<file path="config.mk">
export PLATFORM = sky130hd
export DESIGN_NAME = dual_distance_wind_averager
export DESIGN_NICKNAME = d
export VERILOG_FILES = /design/src/hdl/dwa_pkg.sv /design/src/hdl/dwa_div.sv /design/src/hdl/dual_distance_wind_averager.sv
export SDC_FILE = /design/constraint.sdc
export NUM_CORES = 1
export LEC_CHECK = 0
export BUFFER_PORTS_ARGS = -buffer_cell sky130_fd_sc_hd__buf_2
export CORE_AREA = 2 2 204 206
export DETAILED_ROUTE_END_ITERATION = 10
export DIE_AREA = 0 0 206 208
export PLACE_DENSITY_LB_ADDON = 0.12
export SYNTH_ARGS = -nofsm -noshare
export SYNTH_HDL_FRONTEND = slang
export SYNTH_SLANG_ARGS = --single-unit
</file>
<file path="constraint.sdc">
create_clock -name clock -period 8.2 [get_ports clock]
set_input_delay 0 -clock clock [delete_from_list [all_inputs] [get_ports clock]]
set_output_delay 0 -clock clock [all_outputs]
set_load 0.005 [all_outputs]
</file>
<file path="src/hdl/dwa_pkg.sv">
// shared types and constants of the dual distance wind averager
`default_nettype none

package dwa_pkg;

   localparam int DIST_W     = 10;
   localparam int NEAR_W     = 17;
   localparam int DIR_W      = 16;
   localparam int DIV_NUM_W  = 26;
   localparam int DIV_DEN_W  = 10;
   localparam int DIV_STEP_W = 5;
   localparam int CSR_IDX_W  = 2;
   localparam int CSR_DATA_W = 10;
   localparam int REQ_DATA_W = 24;
   localparam int RSP_DATA_W = 40;

   localparam logic [NEAR_W-1:0] ONE_Q16   = 17'd65536;
   localparam logic [6:0]        DIR_SCALE = 7'd90;

   localparam logic [CSR_IDX_W-1:0] CSR_WINDOW_LOW    = 2'd0;
   localparam logic [CSR_IDX_W-1:0] CSR_WINDOW_HIGH   = 2'd1;
   localparam logic [CSR_IDX_W-1:0] CSR_SENSOR_ENABLE = 2'd2;

   localparam logic [DIST_W-1:0] WINDOW_LOW_RESET  = 10'd450;
   localparam logic [DIST_W-1:0] WINDOW_HIGH_RESET = 10'd530;

   typedef struct packed {
      logic                 start;
      logic [DIV_NUM_W-1:0] dividend;
      logic [DIV_DEN_W-1:0] divisor;
   } div_req_type;

   typedef struct packed {
      logic                 busy;
      logic                 done;
      logic [DIV_NUM_W-1:0] quotient;
   } div_rsp_type;

endpackage

`default_nettype wire

</file>
<file path="src/hdl/dwa_div.sv">
// shared restoring divider, one quotient bit per cycle
`default_nettype none

module dwa_div (
   input  wire                 clock,
   input  wire                 reset,
   input  dwa_pkg::div_req_type div_req,
   output dwa_pkg::div_rsp_type div_rsp
);
   import dwa_pkg::*;

   localparam logic [DIV_STEP_W-1:0] LAST_STEP = DIV_STEP_W'(DIV_NUM_W - 1);

   logic                  busy_ff;
   logic                  done_ff;
   logic [DIV_STEP_W-1:0] step_ff;
   logic [DIV_DEN_W:0]    rem_ff;
   logic [DIV_NUM_W-1:0]  quo_ff;
   logic [DIV_DEN_W-1:0]  den_ff;

   logic [DIV_DEN_W:0]    rem_shift;
   logic                  rem_ge;
   logic [DIV_DEN_W:0]    rem_in;
   logic [DIV_NUM_W-1:0]  quo_in;

   assign rem_shift = {rem_ff[DIV_DEN_W-1:0], quo_ff[DIV_NUM_W-1]};
   assign rem_ge    = rem_shift >= {1'b0, den_ff};
   assign rem_in    = rem_ge ? (rem_shift - {1'b0, den_ff}) : rem_shift;
   assign quo_in    = {quo_ff[DIV_NUM_W-2:0], rem_ge};

   always_ff @(posedge clock) begin
      if (reset) begin
         busy_ff <= 1'b0;
         done_ff <= 1'b0;
         step_ff <= '0;
      end else begin
         done_ff <= busy_ff && (step_ff == LAST_STEP);
         if (div_req.start && !busy_ff) begin
            busy_ff <= 1'b1;
            step_ff <= '0;
            rem_ff  <= '0;
            quo_ff  <= div_req.dividend;
            den_ff  <= div_req.divisor;
         end else if (busy_ff) begin
            rem_ff  <= rem_in;
            quo_ff  <= quo_in;
            step_ff <= step_ff + 1'b1;
            busy_ff <= (step_ff != LAST_STEP);
         end
      end
   end

   assign div_rsp.busy     = busy_ff;
   assign div_rsp.done     = done_ff;
   assign div_rsp.quotient = quo_ff;

   assert property (@(posedge clock) disable iff (reset) done_ff |-> $past(busy_ff))
      else $error("quotient finished without a running division");
   assert property (@(posedge clock) disable iff (reset)
      (div_req.start && !busy_ff) |=> (busy_ff && step_ff == '0))
      else $error("division start not taken");
   assert property (@(posedge clock) disable iff (reset)
      busy_ff |-> (rem_ff < {1'b0, den_ff}))
      else $error("partial remainder out of range");

endmodule

`default_nettype wire

</file>
<file path="src/hdl/dual_distance_wind_averager.sv">
// top level: sequencer, window mapping, block sums and result register
`default_nettype none

// Each word on the request channel carries a right and a left raw distance reading. Each
// reading is clamped to the window set by the window_low and window_high registers and
// mapped to a Q1.16 nearness value (65536 nearest). Strength (mean of both) and direction
// (Q8.8 degrees, 0 to 180) are summed over SAMPLES_PER_AVERAGE words, and one response word
// with the truncated block averages follows every completed block. Words taken while
// sensor_enable is 0 are dropped. All divisions go through one shared radix-2 divider: each
// reading that falls inside the window costs one division, and the word that closes a block
// adds the two average divisions, plus any wait for the previous response word to be taken.
// The request side is not ready while a word is in work.
module dual_distance_wind_averager #(
   parameter int SAMPLES_PER_AVERAGE = 8
) (
   input  wire                              clock,
   input  wire                              reset,
   input  wire                              req_tvalid,
   output logic                             req_tready,
   input  wire  [dwa_pkg::REQ_DATA_W-1:0]   req_tdata,  // right_distance, left_distance
   output logic                             rsp_tvalid,
   input  wire                              rsp_tready,
   output logic [dwa_pkg::RSP_DATA_W-1:0]   rsp_tdata,  // mean_strength, mean_direction
   input  wire                              csr_we,
   input  wire  [dwa_pkg::CSR_IDX_W-1:0]    csr_index,
   input  wire  [dwa_pkg::CSR_DATA_W-1:0]   csr_wdata
);
   import dwa_pkg::*;

   localparam int STR_SUM_W = NEAR_W + $clog2(SAMPLES_PER_AVERAGE);
   localparam int DIR_SUM_W = DIR_W + $clog2(SAMPLES_PER_AVERAGE);
   localparam int CNT_W     = (SAMPLES_PER_AVERAGE > 1) ? $clog2(SAMPLES_PER_AVERAGE) : 1;
   localparam logic [CNT_W-1:0] LAST_COUNT = CNT_W'(SAMPLES_PER_AVERAGE - 1);

   typedef enum logic [3:0] {
      ST_IDLE,
      ST_NEAR_R,
      ST_WAIT_R,
      ST_NEAR_L,
      ST_WAIT_L,
      ST_ACC,
      ST_AVG_S,
      ST_WAIT_S,
      ST_WAIT_D
   } state_type;

   state_type             state_ff;
   logic [DIST_W-1:0]     win_lo_ff;
   logic [DIST_W-1:0]     win_hi_ff;
   logic                  enable_ff;
   logic [DIST_W-1:0]     right_ff;
   logic [DIST_W-1:0]     left_ff;
   logic [NEAR_W-1:0]     vr_ff;
   logic [NEAR_W-1:0]     vl_ff;
   logic [STR_SUM_W-1:0]  str_sum_ff;
   logic [DIR_SUM_W-1:0]  dir_sum_ff;
   logic [CNT_W-1:0]      count_ff;
   logic [NEAR_W-1:0]     mean_str_ff;
   logic [DIR_W-1:0]      mean_dir_ff;
   logic                  rsp_valid_ff;
   div_req_type           div_req_ff;
   div_rsp_type           div_rsp;

   logic [DIST_W-1:0]     cur_d;
   logic [DIST_W-1:0]     span;
   logic [DIST_W-1:0]     offset;
   logic                  is_far;
   logic                  is_full;
   logic [NEAR_W:0]       pair_sum;
   logic [NEAR_W-1:0]     strength;
   logic [NEAR_W:0]       dir_diff;
   logic [24:0]           dir_prod;
   logic [DIR_W-1:0]      direction;
   logic [NEAR_W-1:0]     div_near;

   assign cur_d   = (state_ff == ST_NEAR_L) ? left_ff : right_ff;
   assign span    = win_hi_ff - win_lo_ff;
   assign offset  = cur_d - win_lo_ff;
   assign is_far  = cur_d > win_hi_ff;
   assign is_full = !is_far && ((cur_d < win_lo_ff) || (span == '0));

   assign pair_sum  = {1'b0, vr_ff} + {1'b0, vl_ff};
   assign strength  = pair_sum[NEAR_W:1];
   assign dir_diff  = {1'b0, vl_ff} + {1'b0, ONE_Q16} - {1'b0, vr_ff};
   assign dir_prod  = 25'(dir_diff) * 25'(DIR_SCALE);
   assign direction = dir_prod[23:8];
   assign div_near  = ONE_Q16 - div_rsp.quotient[NEAR_W-1:0];

   dwa_div u_div (
      .clock   (clock),
      .reset   (reset),
      .div_req (div_req_ff),
      .div_rsp (div_rsp)
   );

   always_ff @(posedge clock) begin
      if (reset) begin
         state_ff         <= ST_IDLE;
         win_lo_ff        <= WINDOW_LOW_RESET;
         win_hi_ff        <= WINDOW_HIGH_RESET;
         enable_ff        <= 1'b1;
         str_sum_ff       <= '0;
         dir_sum_ff       <= '0;
         count_ff         <= '0;
         rsp_valid_ff     <= 1'b0;
         div_req_ff.start <= 1'b0;
      end else begin
         if (rsp_valid_ff && rsp_tready) begin
            rsp_valid_ff <= 1'b0;
         end
         if (csr_we) begin
            case (csr_index)
               CSR_WINDOW_LOW:    win_lo_ff <= csr_wdata[DIST_W-1:0];
               CSR_WINDOW_HIGH:   win_hi_ff <= csr_wdata[DIST_W-1:0];
               CSR_SENSOR_ENABLE: enable_ff <= csr_wdata[0];
               default:           ;
            endcase
         end
         case (state_ff)
            ST_IDLE: begin
               div_req_ff.start <= 1'b0;
               if (req_tvalid && enable_ff) begin
                  right_ff <= req_tdata[DIST_W-1:0];
                  left_ff  <= req_tdata[2*DIST_W-1:DIST_W];
                  state_ff <= ST_NEAR_R;
               end
            end
            ST_NEAR_R, ST_NEAR_L: begin
               if (is_far || is_full) begin
                  div_req_ff.start <= 1'b0;
                  if (state_ff == ST_NEAR_R) begin
                     vr_ff    <= is_far ? '0 : ONE_Q16;
                     state_ff <= ST_NEAR_L;
                  end else begin
                     vl_ff    <= is_far ? '0 : ONE_Q16;
                     state_ff <= ST_ACC;
                  end
               end else begin
                  div_req_ff.start    <= 1'b1;
                  div_req_ff.dividend <= {offset, 16'b0};
                  div_req_ff.divisor  <= span;
                  state_ff <= (state_ff == ST_NEAR_R) ? ST_WAIT_R : ST_WAIT_L;
               end
            end
            ST_WAIT_R: begin
               div_req_ff.start <= 1'b0;
               if (div_rsp.done) begin
                  vr_ff    <= div_near;
                  state_ff <= ST_NEAR_L;
               end
            end
            ST_WAIT_L: begin
               div_req_ff.start <= 1'b0;
               if (div_rsp.done) begin
                  vl_ff    <= div_near;
                  state_ff <= ST_ACC;
               end
            end
            ST_ACC: begin
               div_req_ff.start <= 1'b0;
               str_sum_ff <= str_sum_ff + STR_SUM_W'(strength);
               dir_sum_ff <= dir_sum_ff + DIR_SUM_W'(direction);
               if (count_ff == LAST_COUNT) begin
                  state_ff <= ST_AVG_S;
               end else begin
                  count_ff <= count_ff + 1'b1;
                  state_ff <= ST_IDLE;
               end
            end
            ST_AVG_S: begin
               div_req_ff.start <= !rsp_valid_ff;
               if (!rsp_valid_ff) begin
                  div_req_ff.dividend <= DIV_NUM_W'(str_sum_ff);
                  div_req_ff.divisor  <= DIV_DEN_W'(SAMPLES_PER_AVERAGE);
                  state_ff <= ST_WAIT_S;
               end
            end
            ST_WAIT_S: begin
               div_req_ff.start <= div_rsp.done;
               if (div_rsp.done) begin
                  mean_str_ff         <= div_rsp.quotient[NEAR_W-1:0];
                  div_req_ff.dividend <= DIV_NUM_W'(dir_sum_ff);
                  div_req_ff.divisor  <= DIV_DEN_W'(SAMPLES_PER_AVERAGE);
                  state_ff <= ST_WAIT_D;
               end
            end
            ST_WAIT_D: begin
               div_req_ff.start <= 1'b0;
               if (div_rsp.done) begin
                  mean_dir_ff  <= div_rsp.quotient[DIR_W-1:0];
                  rsp_valid_ff <= 1'b1;
                  str_sum_ff   <= '0;
                  dir_sum_ff   <= '0;
                  count_ff     <= '0;
                  state_ff     <= ST_IDLE;
               end
            end
            default: begin
               div_req_ff.start <= 1'b0;
               state_ff         <= ST_IDLE;
            end
         endcase
      end
   end

   assign req_tready = (state_ff == ST_IDLE);
   assign rsp_tvalid = rsp_valid_ff;
   assign rsp_tdata  = {7'b0, mean_dir_ff, mean_str_ff};

   assert property (@(posedge clock) disable iff (reset)
      $rose(rsp_valid_ff) |-> $past(state_ff == ST_WAIT_D))
      else $error("response word raised outside the direction average");
   assert property (@(posedge clock) disable iff (reset)
      (state_ff == ST_IDLE && count_ff == '0) |-> (str_sum_ff == '0 && dir_sum_ff == '0))
      else $error("block sums not cleared at block start");
   assert property (@(posedge clock) disable iff (reset)
      count_ff <= LAST_COUNT)
      else $error("sample count beyond block length");
   assert property (@(posedge clock) disable iff (reset)
      div_req_ff.start |-> !div_rsp.busy)
      else $error("division requested while divider busy");

endmodule

`default_nettype wire

</file>
* Yosys cells after proc, flatten, opt, wreduce, memory -nomap -nowiden
Cells that the tools add are included.
** Word-level totals
- Register bits after elaboration :: 245
- Input port bits :: 41
- Output and inout port bits :: 42
- Logic and storage cells :: 139
** Cells by class
- $add $sub $neg :: 11
- $mul :: 1
- Order comparisons :: 3
- Eq/ne operators :: 24
- Muxes and demuxes :: 42
- Bitwise logic cells :: 1
- Reductions and logical operators :: 34
** Operators with widths (number)
- $mux W36 :: 3
- $pmux W36 S3 :: 1
- $mux W17 :: 6
- $pmux W17 S2 :: 2
- $mux W26 :: 2
- $pmux W20 S2 :: 1
- $pmux W19 S2 :: 1
- $pmux W4 S8 :: 1
- $mux W10 :: 3
- $sub A10 B10 Y10 :: 3
- $mux W4 :: 7
- $mul A18 B6 Y23 const B :: 1
- $add A20 B17 Y20 :: 1
- $mux W20 :: 1
- $add A19 B16 Y19 :: 1
- $mux W19 :: 1
- $add A17 B17 Y18 :: 1
- $add A17 B17 Y18 const B :: 1
- $sub A18 B17 Y18 :: 1
- $sub A17 B17 Y17 const A :: 1
- $eq A4 B3 Y1 const B :: 4
- $mux W3 :: 5
- $reduce_and A5 Y1 :: 3
- $ne A2 B2 Y1 const B :: 6
- 30 further kinds :: 59

* Depth between registers and ports, before layout
Gate-level depths: netlist (run 1).
- Depth in word-level cells :: 8
- Depth in mapped cells :: 36
- Mapped depth without buffers :: 36

* Cells and area by module
From an unflattened synthesis (run 1), not the netlist that was laid out.
** Second synthesis, totals
- Cells, all modules :: 1640
- Area, all modules :: 16011.6 µm²
** Modules (own cells, without submodules)
- dual_distance_wind_averager :: instances 1, cells an instance 1375, area each 13222.7 µm², sequential area each 5074.9 µm²
- dwa_div :: instances 1, cells an instance 265, area each 2788.9 µm², sequential area each 1521.5 µm²

* Worst setup path after synthesis (run 1)
Ideal clock, no wire load.
- Kind :: reg-to-reg
- From :: register vr_ff[1]
- To :: register dir_sum_ff[17]
- Setup time :: 132 ps
- Data arrival time :: 6787 ps
- Required time :: 8068 ps
- Path slack :: 1281 ps
- Cell stages (with the launch flop) :: 32
- Buffers on the path :: 0
- Clock period less this slack :: 6919 ps
- Cells stage by stage :: edfxtp_1 inv_1 ha_1 ha_1 inv_1 fa_1 nor2b_1 o31a_1 or2_2 a21oi_1 xnor2_1 ha_1 inv_1 fa_1 fa_1 inv_1 ha_1 or3_1 o2111a_2 a311o_1 a21oi_1 nor2b_1 o21a_1 nor2_1 xnor2_1 ha_1 and2_1 a311oi_1 o21ai_0 a211oi_1 or3_1 a21oi_1
** Between the ends
- Cells in the longest elaborated chain, start to end :: 4
** RTL lines
- start: declaration :: RTL line dual_distance_wind_averager.sv:53 : logic [NEAR_W-1:0] vr_ff;
- start signal: assignment :: RTL line dual_distance_wind_averager.sv:132 : vr_ff <= is_far ? '0 : ONE_Q16;
- start signal: assignment :: RTL line dual_distance_wind_averager.sv:148 : vr_ff <= div_near;
- $sub A18 B17 Y18 :: RTL line dual_distance_wind_averager.sv:84 : assign dir_diff = {1'b0, vl_ff} + {1'b0, ONE_Q16} - {1'b0, vr_ff};
- $mul A18 B6 Y23 :: RTL line dual_distance_wind_averager.sv:85 : assign dir_prod = 25'(dir_diff) * 25'(DIR_SCALE);
- $add A19 B16 Y19 :: RTL line dual_distance_wind_averager.sv:162 : dir_sum_ff <= dir_sum_ff + DIR_SUM_W'(direction);
- $pmux W19 S2 :: RTL line dual_distance_wind_averager.sv:119 : case (state_ff)
- end signal: assignment :: RTL line dual_distance_wind_averager.sv:162
- end: declaration :: RTL line dual_distance_wind_averager.sv:56 : logic [DIR_SUM_W-1:0] dir_sum_ff;
No other way between the ends.
A chain may end at the register's enable or synchronous reset.

* Worst setup path after layout (run 1)
- From :: register vr_ff[1]
- To :: register dir_sum_ff[16]
Same word-level chain as after synthesis.

==> results, run 1 <==
- The via count of the first global-routing pass was 11.1k.
- The number of buffers created by CTS is 29.
- The final core utilization is 0.450.
- The share of cells above drive strength 1 is 0.0912.
- Entering global routing, the biggest net connects 47 pins.
- Across the run, the number of max-cap violations was 0.
- After detailed routing, the average wire length per cell comes to 16.3 µm.
- The number of port buffers is 71.
- The floorplan has 74 rows.
- The path class of the tightest hold or removal check is input pin to register.
- The worst setup path is launched from a register.
- Setup repair after global routing left no endpoint under its margin.
- The total track usage is 0.174.
- After global routing the overflow that remains totals 0.
- The initial antenna violation count was 0.
- The critical path is of the register to register type.
- The number of flops mapped to enable cells by yosys is 169.
- The total standard cell area after synthesis is 16000 µm².
- The clock sink count is 245.
- The placed wire-length estimate after detailed placement is 28200 µm.
- The slowest stage cell on the critical path is sky130_fd_sc_hd__fa_1.
- The global-route wire length before repair is 59300 µm.
- Across the whole layout, storage elements account for 6600 µm².
- The number of synthesized register bits is 245.
- The first detailed-routing pass ran for 5 iterations.
- Clock latency on the worst-skew pair, taken at its later pin, is 0.56 ns.
- After clock tree synthesis, the clock-pin slew on the worst setup and hold paths is 0.06 ns.
- Ranked by total cell area, the synthesized netlist is headed by sky130_fd_sc_hd__edfxtp_1, sky130_fd_sc_hd__ha_1, sky130_fd_sc_hd__dfxtp_1.
- The share of synthesized area in the top cell type comes to 0.317.
- The top fanout value on the critical path is 5.
- The tightest hold margin is 0.100 ns.
- The library cell used most frequently in the layout, excluding fill and tap cells, is sky130_fd_sc_hd__ha_1.
- The Yosys step of the flow raised 0 warnings.
- The max-slew violation count is 0.
- Counting stages on the worst path, the most repeated cell is sky130_fd_sc_hd__ha_1.
- Synthesis instantiated 68 different standard cells from the library.
- The post-route clock period utilization is 0.918.
- The number of antenna diodes is 0.
- The library cells used most frequently in the layout, excluding fill and tap cells, are sky130_fd_sc_hd__ha_1, sky130_fd_sc_hd__nor2_1, sky130_fd_sc_hd__edfxtp_1.
- The worst slew margin relative to its limit is 0.231.
- At the end of the flow, the number of nets in the layout was 1997.
- During I/O placement, the number of pins put on the boundary was 83.
- The number of hold-slack violations in the final timing report is 0.
- For the final routed database, the setup TNS stands at 0 ns.
- On the worst path, the slowest cell contributes a delay of 0.51 ns.
- The required time reported for the critical path endpoint is 8.70 ns.
- The post-synthesis area per instance is 9.72 µm².
- The sequential cell area fraction in the yosys report is 0.412.
- The H-tree depth reported by CTS is 1.
- The instance count after placement with tap cells included is 2221.
- The initial detailed-routing violation count is 662.
- After detailed routing, the number of remaining DRC violations is 0.
- Data arrives at the worst endpoint at 8.02 ns.
- TritonCTS built the clock tree.
- The routed design has 37500 µm of wire.
- The die is 206 µm wide.
- The filler cells instantiated in the layout total 3890.
- The cell count after synthesis is 1648.
- The maximum count of clock buffers along a single path is 3.
- The number of buffers inserted by post-CTS setup repair is 0.
- The share of synthesized flip-flops with an asynchronous set or reset is 0.
- The cell sitting at the root of the clock tree is a sky130_fd_sc_hd__clkbuf_16.
- In the synthesized netlist the dominant register cell turns out to be sky130_fd_sc_hd__edfxtp_1.
- The capturing element type of the critical path is a register.
- The last weighted congestion value of the routability-driven placer is 0.802.
- The largest area contributor in the synthesized netlist is sky130_fd_sc_hd__edfxtp_1.
- The worst path in the final design needs a cycle of 7.53 ns, including I/O delays and setup.
- The core region is 40600 µm².
- The per-cell via count in the routed design is 5.08.
- The die is 208 µm tall.
- The flow ran to the end, and the final reports show no timing, DRC or antenna violations.
- The post-route antenna net violation count is 0.
- The area added between synthesis and finish is 14.0%.
- The area of the die is 42800 µm².
- For this configuration, the core starts out at a cell density of 0.395.
- Setup violations remaining at the end of the flow were counted as 0.
- The area of the multi-input gates is 8680 µm².
- The clock skew after layout is 0.0145 ns.
- The upper clock frequency limit is 133 MHz.
- The count of non-filler cells in the finished layout is 2308.
- The actual transition at the worst max-transition pin is 1.15 ns.
- Summing over every cut layer, the via total after detailed routing is 11.7k.
## registers in the layout (all words and copies together), names as in the netlist, 4 cells and up
name and count:
left_ff 10, vr_ff 17, div_req_ff 37, vl_ff 17, right_ff 10, state_ff 4
u_div.rem_ff 10, win_lo_ff 10, str_sum_ff 20, u_div.quo_ff 26, mean_dir_ff 16, u_div.step_ff 5
u_div.den_ff 10, mean_str_ff 17, win_hi_ff 10, dir_sum_ff 19
## logic make-up after synthesis
kind of cell / after synthesis / synth area share
AOI/OAI and AO/OA: 324 / 0.131
xor gates and xnor gates: 116 / 0.0634
adders and majority gates: 201 / 0.170
buffers and inverters: 207 / 0.0503
DFF: 245 / 0.412
muxes: 37 / 0.0238
other: 1 / 0.000234
and+or+nand+nor: 517 / 0.150
## layer usage
metal,part of all wire,vias to the layer above,global-route usage
met5,0,-,0
met3,0.028,43,0.0213
met2,0.47,164,0.291
met4,0.020,0,0.0416
met1,0.48,5523,0.238
li1,-,5995,-
## worst max-delay path, delay by kind of cell, from the launching register on
kind                       cells  cell delay (ns)
buffers and inverters          4             0.23
adders and majority gates      8             2.63
AOI/OAI and AO/OA              8             1.92
DFF                            1             0.39
xor gates and xnor gates       2             0.23
and+or+nand+nor               10             2.05
## area by class of cell
type,instances,area share
Inverter,158,0.0325
Timing Repair Buffer,119,0.0440
Multi-Input combinational cell,1202,0.475
Clock buffer,36,0.0417
Tap cell,532,0.0365
Sequential cell,245,0.361
Clock inverter,16,0.00877
## what timing repair did
item,CTS,global route
endpoints found under the setup margin,0,0
hold buffers,35,0
endpoints found under the hold margin,59,0
resized for setup,0,0
## metrics by stage
step / setup WS (ns) / area, µm²
2_1_floorplan: 1.28 / 16000
4_1_cts: 0.630 / 18300
6_report: 0.672 / 18300
3_5_place_dp: 0.668 / 17000
3_3_place_gp: 0.769 / 17000
5_1_grt: 0.105 / 18300
## synthesized netlist by cell type (10+ instances only)
master,number
sky130_fd_sc_hd__and2_1,10
sky130_fd_sc_hd__nand3_1,33
sky130_fd_sc_hd__and3_1,10
sky130_fd_sc_hd__o31ai_1,13
sky130_fd_sc_hd__xor2_1,53
sky130_fd_sc_hd__or3_1,17
sky130_fd_sc_hd__o21bai_1,12
sky130_fd_sc_hd__edfxtp_1,169
sky130_fd_sc_hd__nand2b_1,18
sky130_fd_sc_hd__mux2i_1,28
sky130_fd_sc_hd__nand2_1,145
sky130_fd_sc_hd__fa_1,27
sky130_fd_sc_hd__a31oi_1,13
sky130_fd_sc_hd__nor3_1,36
sky130_fd_sc_hd__nor2b_1,22
sky130_fd_sc_hd__clkbuf_1,37
sky130_fd_sc_hd__ha_1,174
sky130_fd_sc_hd__dfxtp_1,76
sky130_fd_sc_hd__nor3b_1,11
sky130_fd_sc_hd__a21o_1,25
sky130_fd_sc_hd__o21ai_0,64
sky130_fd_sc_hd__inv_1,157
sky130_fd_sc_hd__xnor2_1,63
sky130_fd_sc_hd__o21a_1,15
sky130_fd_sc_hd__nor2_1,173
sky130_fd_sc_hd__a21oi_1,107
## final timing paths
check | from | to | slack, ns | depth (start not counted)
setup / recovery | vr_ff[1]$_SDFFCE_PN0P_ | dir_sum_ff[16]$_SDFFE_PP0P_ | 0.67 | 32
hold / removal | req_tvalid | state_ff[3]$_SDFFE_PP0P_ | 0.10 | 5
setup reg to reg | vr_ff[1]$_SDFFCE_PN0P_ | dir_sum_ff[16]$_SDFFE_PP0P_ | 0.67 | 32
hold reg to reg | div_req_ff[5]$_DFFE_PP_ | u_div.den_ff[5]$_DFFE_PP_ | 0.41 | 0
Power of run 1 is not shown: default switching activity piles up to over one toggle a cycle in this logic, so the estimate is an artifact.
==> run 2: changes to the inputs <==
RECOVER_POWER = 100   (was default)
==> run 2 against run 1 <==
The flow now finishes with violations (capacitance limit, slew limit). Clock-buffer cell count stayed put. Design area down 0.53%. Largest cell class unchanged. Sequential share of layout area rose by 0.19 points. Worst hold slack lost 0.021 ns. First-iteration DRC count fell by 2.7%. Register-to-register slack got worse by 0.08 ns. Critical path depth is the same.
==> results, run 2 (synthesized netlist as in run 1, its figures left out) <==
- The flow ran to the end, but the final reports show violations.
- The final reports fail on capacitance limit, slew limit.
- The library cell used most frequently in the layout, excluding fill and tap cells, is sky130_fd_sc_hd__ha_1.
- The routed length on met1 is 18200 µm.
- The placed wire-length estimate after detailed placement is 28200 µm.
- The number of buffers inserted by post-CTS setup repair is 0.
- The number of antenna diodes is 0.
- The final route contains 11.7k vias.
- Clock tree synthesis selected as its root buffer the cell sky130_fd_sc_hd__clkbuf_16.
- The maximum count of clock buffers along a single path is 3.
- The insertion delay to the later sink of the worst-skew pair is 0.56 ns.
- The beginning of the worst hold path is req_tvalid.
- The top fanout value on the critical path is 5.
- The number of port buffers is 71.
- The clock sink count is 245.
- For this run, design rule violations remaining after detail routing come to 0.
- The largest registers in the layout are div_req_ff (37), u_div.quo_ff (26), str_sum_ff (20).
- The leftover overflow at the end of global routing is 0.
- Data on the critical path is required at its endpoint by 8.61 ns.
- The category of the most critical setup path is register to register.
- The library cell appearing most often on the critical path is sky130_fd_sc_hd__ha_1.
- The total area inside the core boundary comes to 40600 µm².
- The worst register-to-register path begins at vr_ff[1]$_SDFFCE_PN0P_.
- For the final routed database, the setup TNS stands at 0 ns.
- The congestion estimate from routability-driven global placement came to 0.802.
- For this run, the detailed router's first-pass iteration total came to 5.
- The total met2 wirelength after detailed routing is 17600 µm.
- The first global-routing pass estimated 59300 µm of wire.
- STA classifies the critical path startpoint as a register.
- The max-slew violation count is 212.
- The top cell types in the final layout, fill and taps aside, are sky130_fd_sc_hd__ha_1, sky130_fd_sc_hd__nor2_1, sky130_fd_sc_hd__edfxtp_1.
- The top layer used by detailed routing is met4.
- The time the worst path needs with I/O delays and setup is 7.61 ns.
- The delay of the slowest cell on the worst path is 0.51 ns.
- Setup violations remaining at the end of the flow were counted as 0.
- The register with the most flip-flops in the layout has 37 of them.
- After clock tree synthesis, the clock-pin slew on the worst setup and hold paths is 0.06 ns.
- Relative to the synthesized area, the layout overhead comes to 13.4%.
- Across every metal layer, demand over resource in global routing totals 0.174.
- The die span in y is 208 µm.
- The average wire per cell in the routed design is 16.3 µm.
- During I/O placement, the number of pins put on the boundary was 83.
- The via count of the first global-routing pass was 11.1k.
- The path with the worst hold slack has its endpoint at state_ff[1]$_SDFFE_PP0P_.
- The data arrival at the endpoint of the critical path is 8.02 ns.
- After the first detailed-routing iteration, the DRC count stood at 644.
- The upper clock frequency limit is 131 MHz.
- The floorplan step defined a die boundary enclosing 42800 µm².
- The final net count is 1997.
- STA classifies the critical path endpoint as a register.
- The initial antenna violation count is 0.
- The post-route antenna net violation count is 0.
- For the pin with the worst max-slew slack, the measured transition is 3.24 ns.
- The number of hold-slack violations in the final timing report came to 0.
- The top register by number of flip-flops is div_req_ff.
- The tightest hold margin is 0.0788 ns.
- The count of max-cap constraint violations is 6.
- The CTS tree is built.
- In the routed layout, each cell is associated on average with a via count of 5.09.
- The share of cells above drive strength 1 is 0.0687.
- The floorplan step set the die width to 206 µm.
- Clock tree synthesis inserted a total of 29 buffers.
- Setup repair after global routing left no endpoint under its margin.
- In the detailed route, the total length drawn on met3 is 1040 µm.
- The count of cells along the worst register-to-register path is 32.
- The initial utilization of the core area, before any placement, comes to 0.395.
- CTS built an H-tree with a depth of 1.
- Summed over all layers, the routed wires come to 37600 µm.
- The pin count of the biggest net entering global routing is 47.
- The path type of the worst min-delay path is input pin to register.
- The worst hold path depth is 5.
- The slowest stage of the critical path is the sky130_fd_sc_hd__fa_1 cell.
- For the final database, setup skew stands at 0.0160 ns.
- The worst register-to-register path ends at dir_sum_ff[17]$_SDFFE_PP0P_.
- Headroom to the max-slew limit came out at -1.17.
- The count of filler cells inserted in the layout is 3924.
- Of the available clock period, the critical path in the final layout requires 0.928.
- After floorplanning, the core was divided into 74 placement rows.
- In this run the register-to-register setup slack is 0.59 ns.
[run 2: how the worst max path moves through the flow]
| stage | startpoint | end | slack [ns] | cells after the start |
|---|---|---|---|---|
| 5_1_grt | vr_ff[1]$_SDFFCE_PN0P_ | dir_sum_ff[17]$_SDFFE_PP0P_ | 0.06 | 32 |
| 3_5_place_dp | vl_ff[1]$_SDFFCE_PN0P_ | dir_sum_ff[18]$_SDFFE_PP0P_ | 0.67 | 31 |
| 3_3_place_gp | vr_ff[1]$_SDFFCE_PN0P_ | dir_sum_ff[15]$_SDFFE_PP0P_ | 0.77 | 32 |
| 6_report | vr_ff[1]$_SDFFCE_PN0P_ | dir_sum_ff[17]$_SDFFE_PP0P_ | 0.59 | 32 |
| 2_1_floorplan | vr_ff[1]$_SDFFCE_PN0P_ | dir_sum_ff[17]$_SDFFE_PP0P_ | 1.28 | 31 |
| 4_1_cts | vl_ff[1]$_SDFFCE_PN0P_ | dir_sum_ff[17]$_SDFFE_PP0P_ | 0.63 | 31 |
[run 2: per-stage QoR]
step	instances	util	cell area, µm²	setup WS [ns]
after floorplan	1654	-	16000	1.28
after global placement	2221	0.419	17000	0.769
after detailed placement	2221	0.419	17000	0.668
after CTS	2308	0.450	18300	0.630
after global routing	2308	0.448	18200	0.0569
final	2308	0.448	18200	0.593
[run 2: cell type report]
class                      instances  area [µm²]  area share
clock inverter                    16         160     0.00882
sequential                       245        6600       0.363
inverter                         158         593      0.0327
tap                              532         666      0.0367
timing repair buffer             119         733      0.0404
multi-input combinational       1202        8650       0.476
clock buffer                      36         762      0.0420
[run 2: routing by layer]
metal,global-route usage,up-vias
met5,0,-
met4,0.0416,0
met3,0.0213,45
met2,0.291,163
met1,0.238,5539
li1,-,5997
[run 2: timing repair]
action	4_1_cts	5_1_grt
resized for setup	0	0
endpoints found under the hold margin	59	0
hold buffers	35	0
[run 2: worst max-delay path: cells and delay by family, from the launching register on]
kind | cells | cell delay (ns)
and+or+nand+nor | 7 | 1.25
AOI/OAI and AO/OA | 10 | 2.45
DFF | 1 | 0.39
xor gates and xnor gates | 2 | 0.28
buffers and inverters | 5 | 0.47
adders and majority gates | 8 | 2.58
Power of run 2 is left out for the same reason.
==> run 3: changes to the inputs <==
clock period = 7.8 ns   (was 8.2 ns; I/O delays follow)
==> run 3 against run 2 <==
The flow still finishes with violations (capacitance limit, slew limit). First-iteration DRC count shrank 12%. Flip-flop and latch count is the same. Global-route usage grew 0.64 points. Design area grew 0.26%. Non-clock buffer count grew 4. Via count is essentially flat. Clock skew grew 0.010 ns. Fmax grew 3.7%.
==> results, run 3 (synthesized netlist as in run 1, its figures left out) <==
- The path type of the worst min-delay path is input pin to register.
- The die span in y is 208 µm.
- The clock transition at the registers of the reported paths is 0.06 ns.
- The category of the most critical setup path is register to register.
- In this design, the stage delay of the slowest critical-path cell is 0.51 ns.
- The repair_antennas step left the layout with diodes totalling 0.
- Leaving out fill and tap cells, the most frequent cells in the layout are sky130_fd_sc_hd__ha_1, sky130_fd_sc_hd__nor2_1, sky130_fd_sc_hd__edfxtp_1.
- The final net count is 2000.
- The max-slew violation count is 163.
- The final count of negative-setup-slack endpoints is 0.
- The width of the die is 206 µm.
- The global-route wire length before repair is 61600 µm.
- The post-route antenna net violation count is 0.
- The tree is rooted in a sky130_fd_sc_hd__clkbuf_16.
- At the end of routability-driven placement, the weighted congestion stood at 0.796.
- The number of buffers and inverters on the critical path is 4.
- STA classifies the critical path endpoint as a register.
- The total via count after detailed routing is 11.7k.
- TritonCTS created 28 clock buffers.
- The average wire per cell in the routed design is 16.4 µm.
- The clock reaches the later pin of the worst-skew pair after 0.57 ns.
- The slowest stage cell on the critical path is sky130_fd_sc_hd__fa_1.
- The post-route clock period utilization is 0.940.
- TritonCTS built the clock tree.
- The clock sink count is 245.
- The number of detailed-routing iterations run before antenna repair is 5.
- The element type at the critical path start is a register.
- For this block, the routed nets add up to 37900 µm of wire.
- The initial utilization of the core area, before any placement, comes to 0.395.
- Of the cells placed in the final design, the portion with a size suffix greater than 1 is 0.0753.
- At the worst endpoint, the arrival time is 7.75 ns.
- The initial detailed-routing violation count is 567.
- The number of hold-slack violations in the final timing report came to 0.
- The final reports fail on capacitance limit, slew limit.
- Detailed placement ended at an HPWL of 28500 µm.
- The area added between synthesis and finish is 13.7%.
- The clock skew after layout is 0.0261 ns.
- The worst slew margin relative to its limit is -1.17.
- The number of port buffers is 71.
- The flow ran to the end, but the final reports show violations.
- In this design, the critical path's most frequently occurring cell is sky130_fd_sc_hd__ha_1.
- Setup repair after global routing left no endpoint under its margin.
- The largest registers in the layout are div_req_ff (37), u_div.quo_ff (26), str_sum_ff (20).
- Across the run, the number of max-cap violations was 5.
- The initial antenna violation count is 0.
- Leaving out fill and tap cells, the most frequent cell in the layout is sky130_fd_sc_hd__ha_1.
- The detailed-route DRC error count is 0.
- The via count of the first global-routing pass is 11.5k.
- CTS built an H-tree with a depth of 1.
- For this run, the total global-route usage over all layers was measured as 0.180.
- Of all nets on the critical path, the largest fanout is 7.
- The required time reported for the critical path endpoint is 8.22 ns.
- On the critical path the largest part of the delay comes from compound AO/OA/AOI/OAI gates.
- The upper clock frequency limit is 136 MHz.
- Entering global routing, the biggest net connects 69 pins.
- The total overflow left after global routing is 0.
- Ranked by flip-flop count, first place goes to div_req_ff.
- The core region is 40600 µm².
- The maximum count of clock buffers along a single path is 3.
- The die covers 42800 µm².
- The register with the most flip-flops in the layout has 37 of them.
- The per-cell via count in the routed design is 5.08.
- The time the worst path needs with I/O delays and setup is 7.33 ns.
- The number of cell rows is 74.
- The total I/O pin count is 83.
- The actual transition at the worst max-transition pin is 3.25 ns.
- For the final routed database, the setup TNS stands at 0 ns.
## run 3: changes by cell type in the layout (fill, tap and decap cells not counted), moves of 2 or more
cell | previous run | this run
sky130_fd_sc_hd__xnor2_1 | 63 | 61
sky130_fd_sc_hd__clkbuf_1 | 38 | 36
sky130_fd_sc_hd__clkinv_2 | 6 | 8
sky130_fd_sc_hd__buf_4 | 1 | 8
sky130_fd_sc_hd__a21oi_1 | 107 | 104
sky130_fd_sc_hd__a21oi_2 | 1 | 4
sky130_fd_sc_hd__xnor2_2 | 0 | 2
## run 3: metrics by stage
step | cells | instance area [µm²] | utilization | worst slack [ns] | hold WS [ns]
5_1_grt | 2312 | 18200 | 0.449 | 0.00996 | 0.0830
4_1_cts | 2309 | 18200 | 0.450 | 0.238 | 0.0740
3_5_place_dp | 2223 | 17000 | 0.419 | 0.289 | 0.178
2_1_floorplan | 1654 | 16000 | - | 0.881 | 0.0989
6_report | 2312 | 18200 | 0.449 | 0.468 | 0.0770
3_3_place_gp | 2223 | 17000 | 0.419 | 0.436 | 0.176
## run 3: area by class of cell
type / instances / area, µm²
tap: 532 / 666
inverter: 158 / 593
multi-input combinational: 1202 / 8690
clock buffer: 34 / 723
clock inverter: 18 / 174
fill: 3936 / 22300
sequential: 245 / 6600
timing repair buffer: 123 / 768
## run 3: per-layer routing
metal | track usage | vias up | routed length (µm)
met5 | 0 | - | 0
li1 | - | 5999 | -
met2 | 0.294 | 156 | 17600
met3 | 0.0202 | 50 | 1080
met4 | 0.0438 | 0 | 903
met1 | 0.254 | 5531 | 18300
## run 3: what timing repair did
item,4_1_cts,5_1_grt
resized for setup,0,10
endpoints found under the hold margin,42,0
endpoints found under the setup margin,0,7
buffers inserted,0,3
hold buffers,34,0
## run 3: path summary, 6_finish.rpt
path / start / to / slack (ns) / cells past startpoint
worst max register to register: vr_ff[1]$_SDFFCE_PN0P_ / dir_sum_ff[15]$_SDFFE_PP0P_ / 0.47 / 32
worst max-delay path: vr_ff[1]$_SDFFCE_PN0P_ / dir_sum_ff[15]$_SDFFE_PP0P_ / 0.47 / 32
worst min-delay path: req_tvalid / state_ff[3]$_SDFFE_PP0P_ / 0.08 / 5
worst min register to register: div_req_ff[7]$_DFFE_PP_ / u_div.den_ff[7]$_DFFE_PP_ / 0.41 / 0
## run 3: worst reg2reg max path: cells and delay by family (launching register included)
family / cells / cell delay, ns
buffers and inverters: 4 / 0.23
AND/OR/NAND/NOR: 4 / 0.89
XOR/XNOR: 2 / 0.28
adder cells (fa/ha/maj): 8 / 2.60
flip-flops: 1 / 0.40
AO/OA/AOI/OAI: 14 / 2.79
Power of run 3 is left out for the same reason.
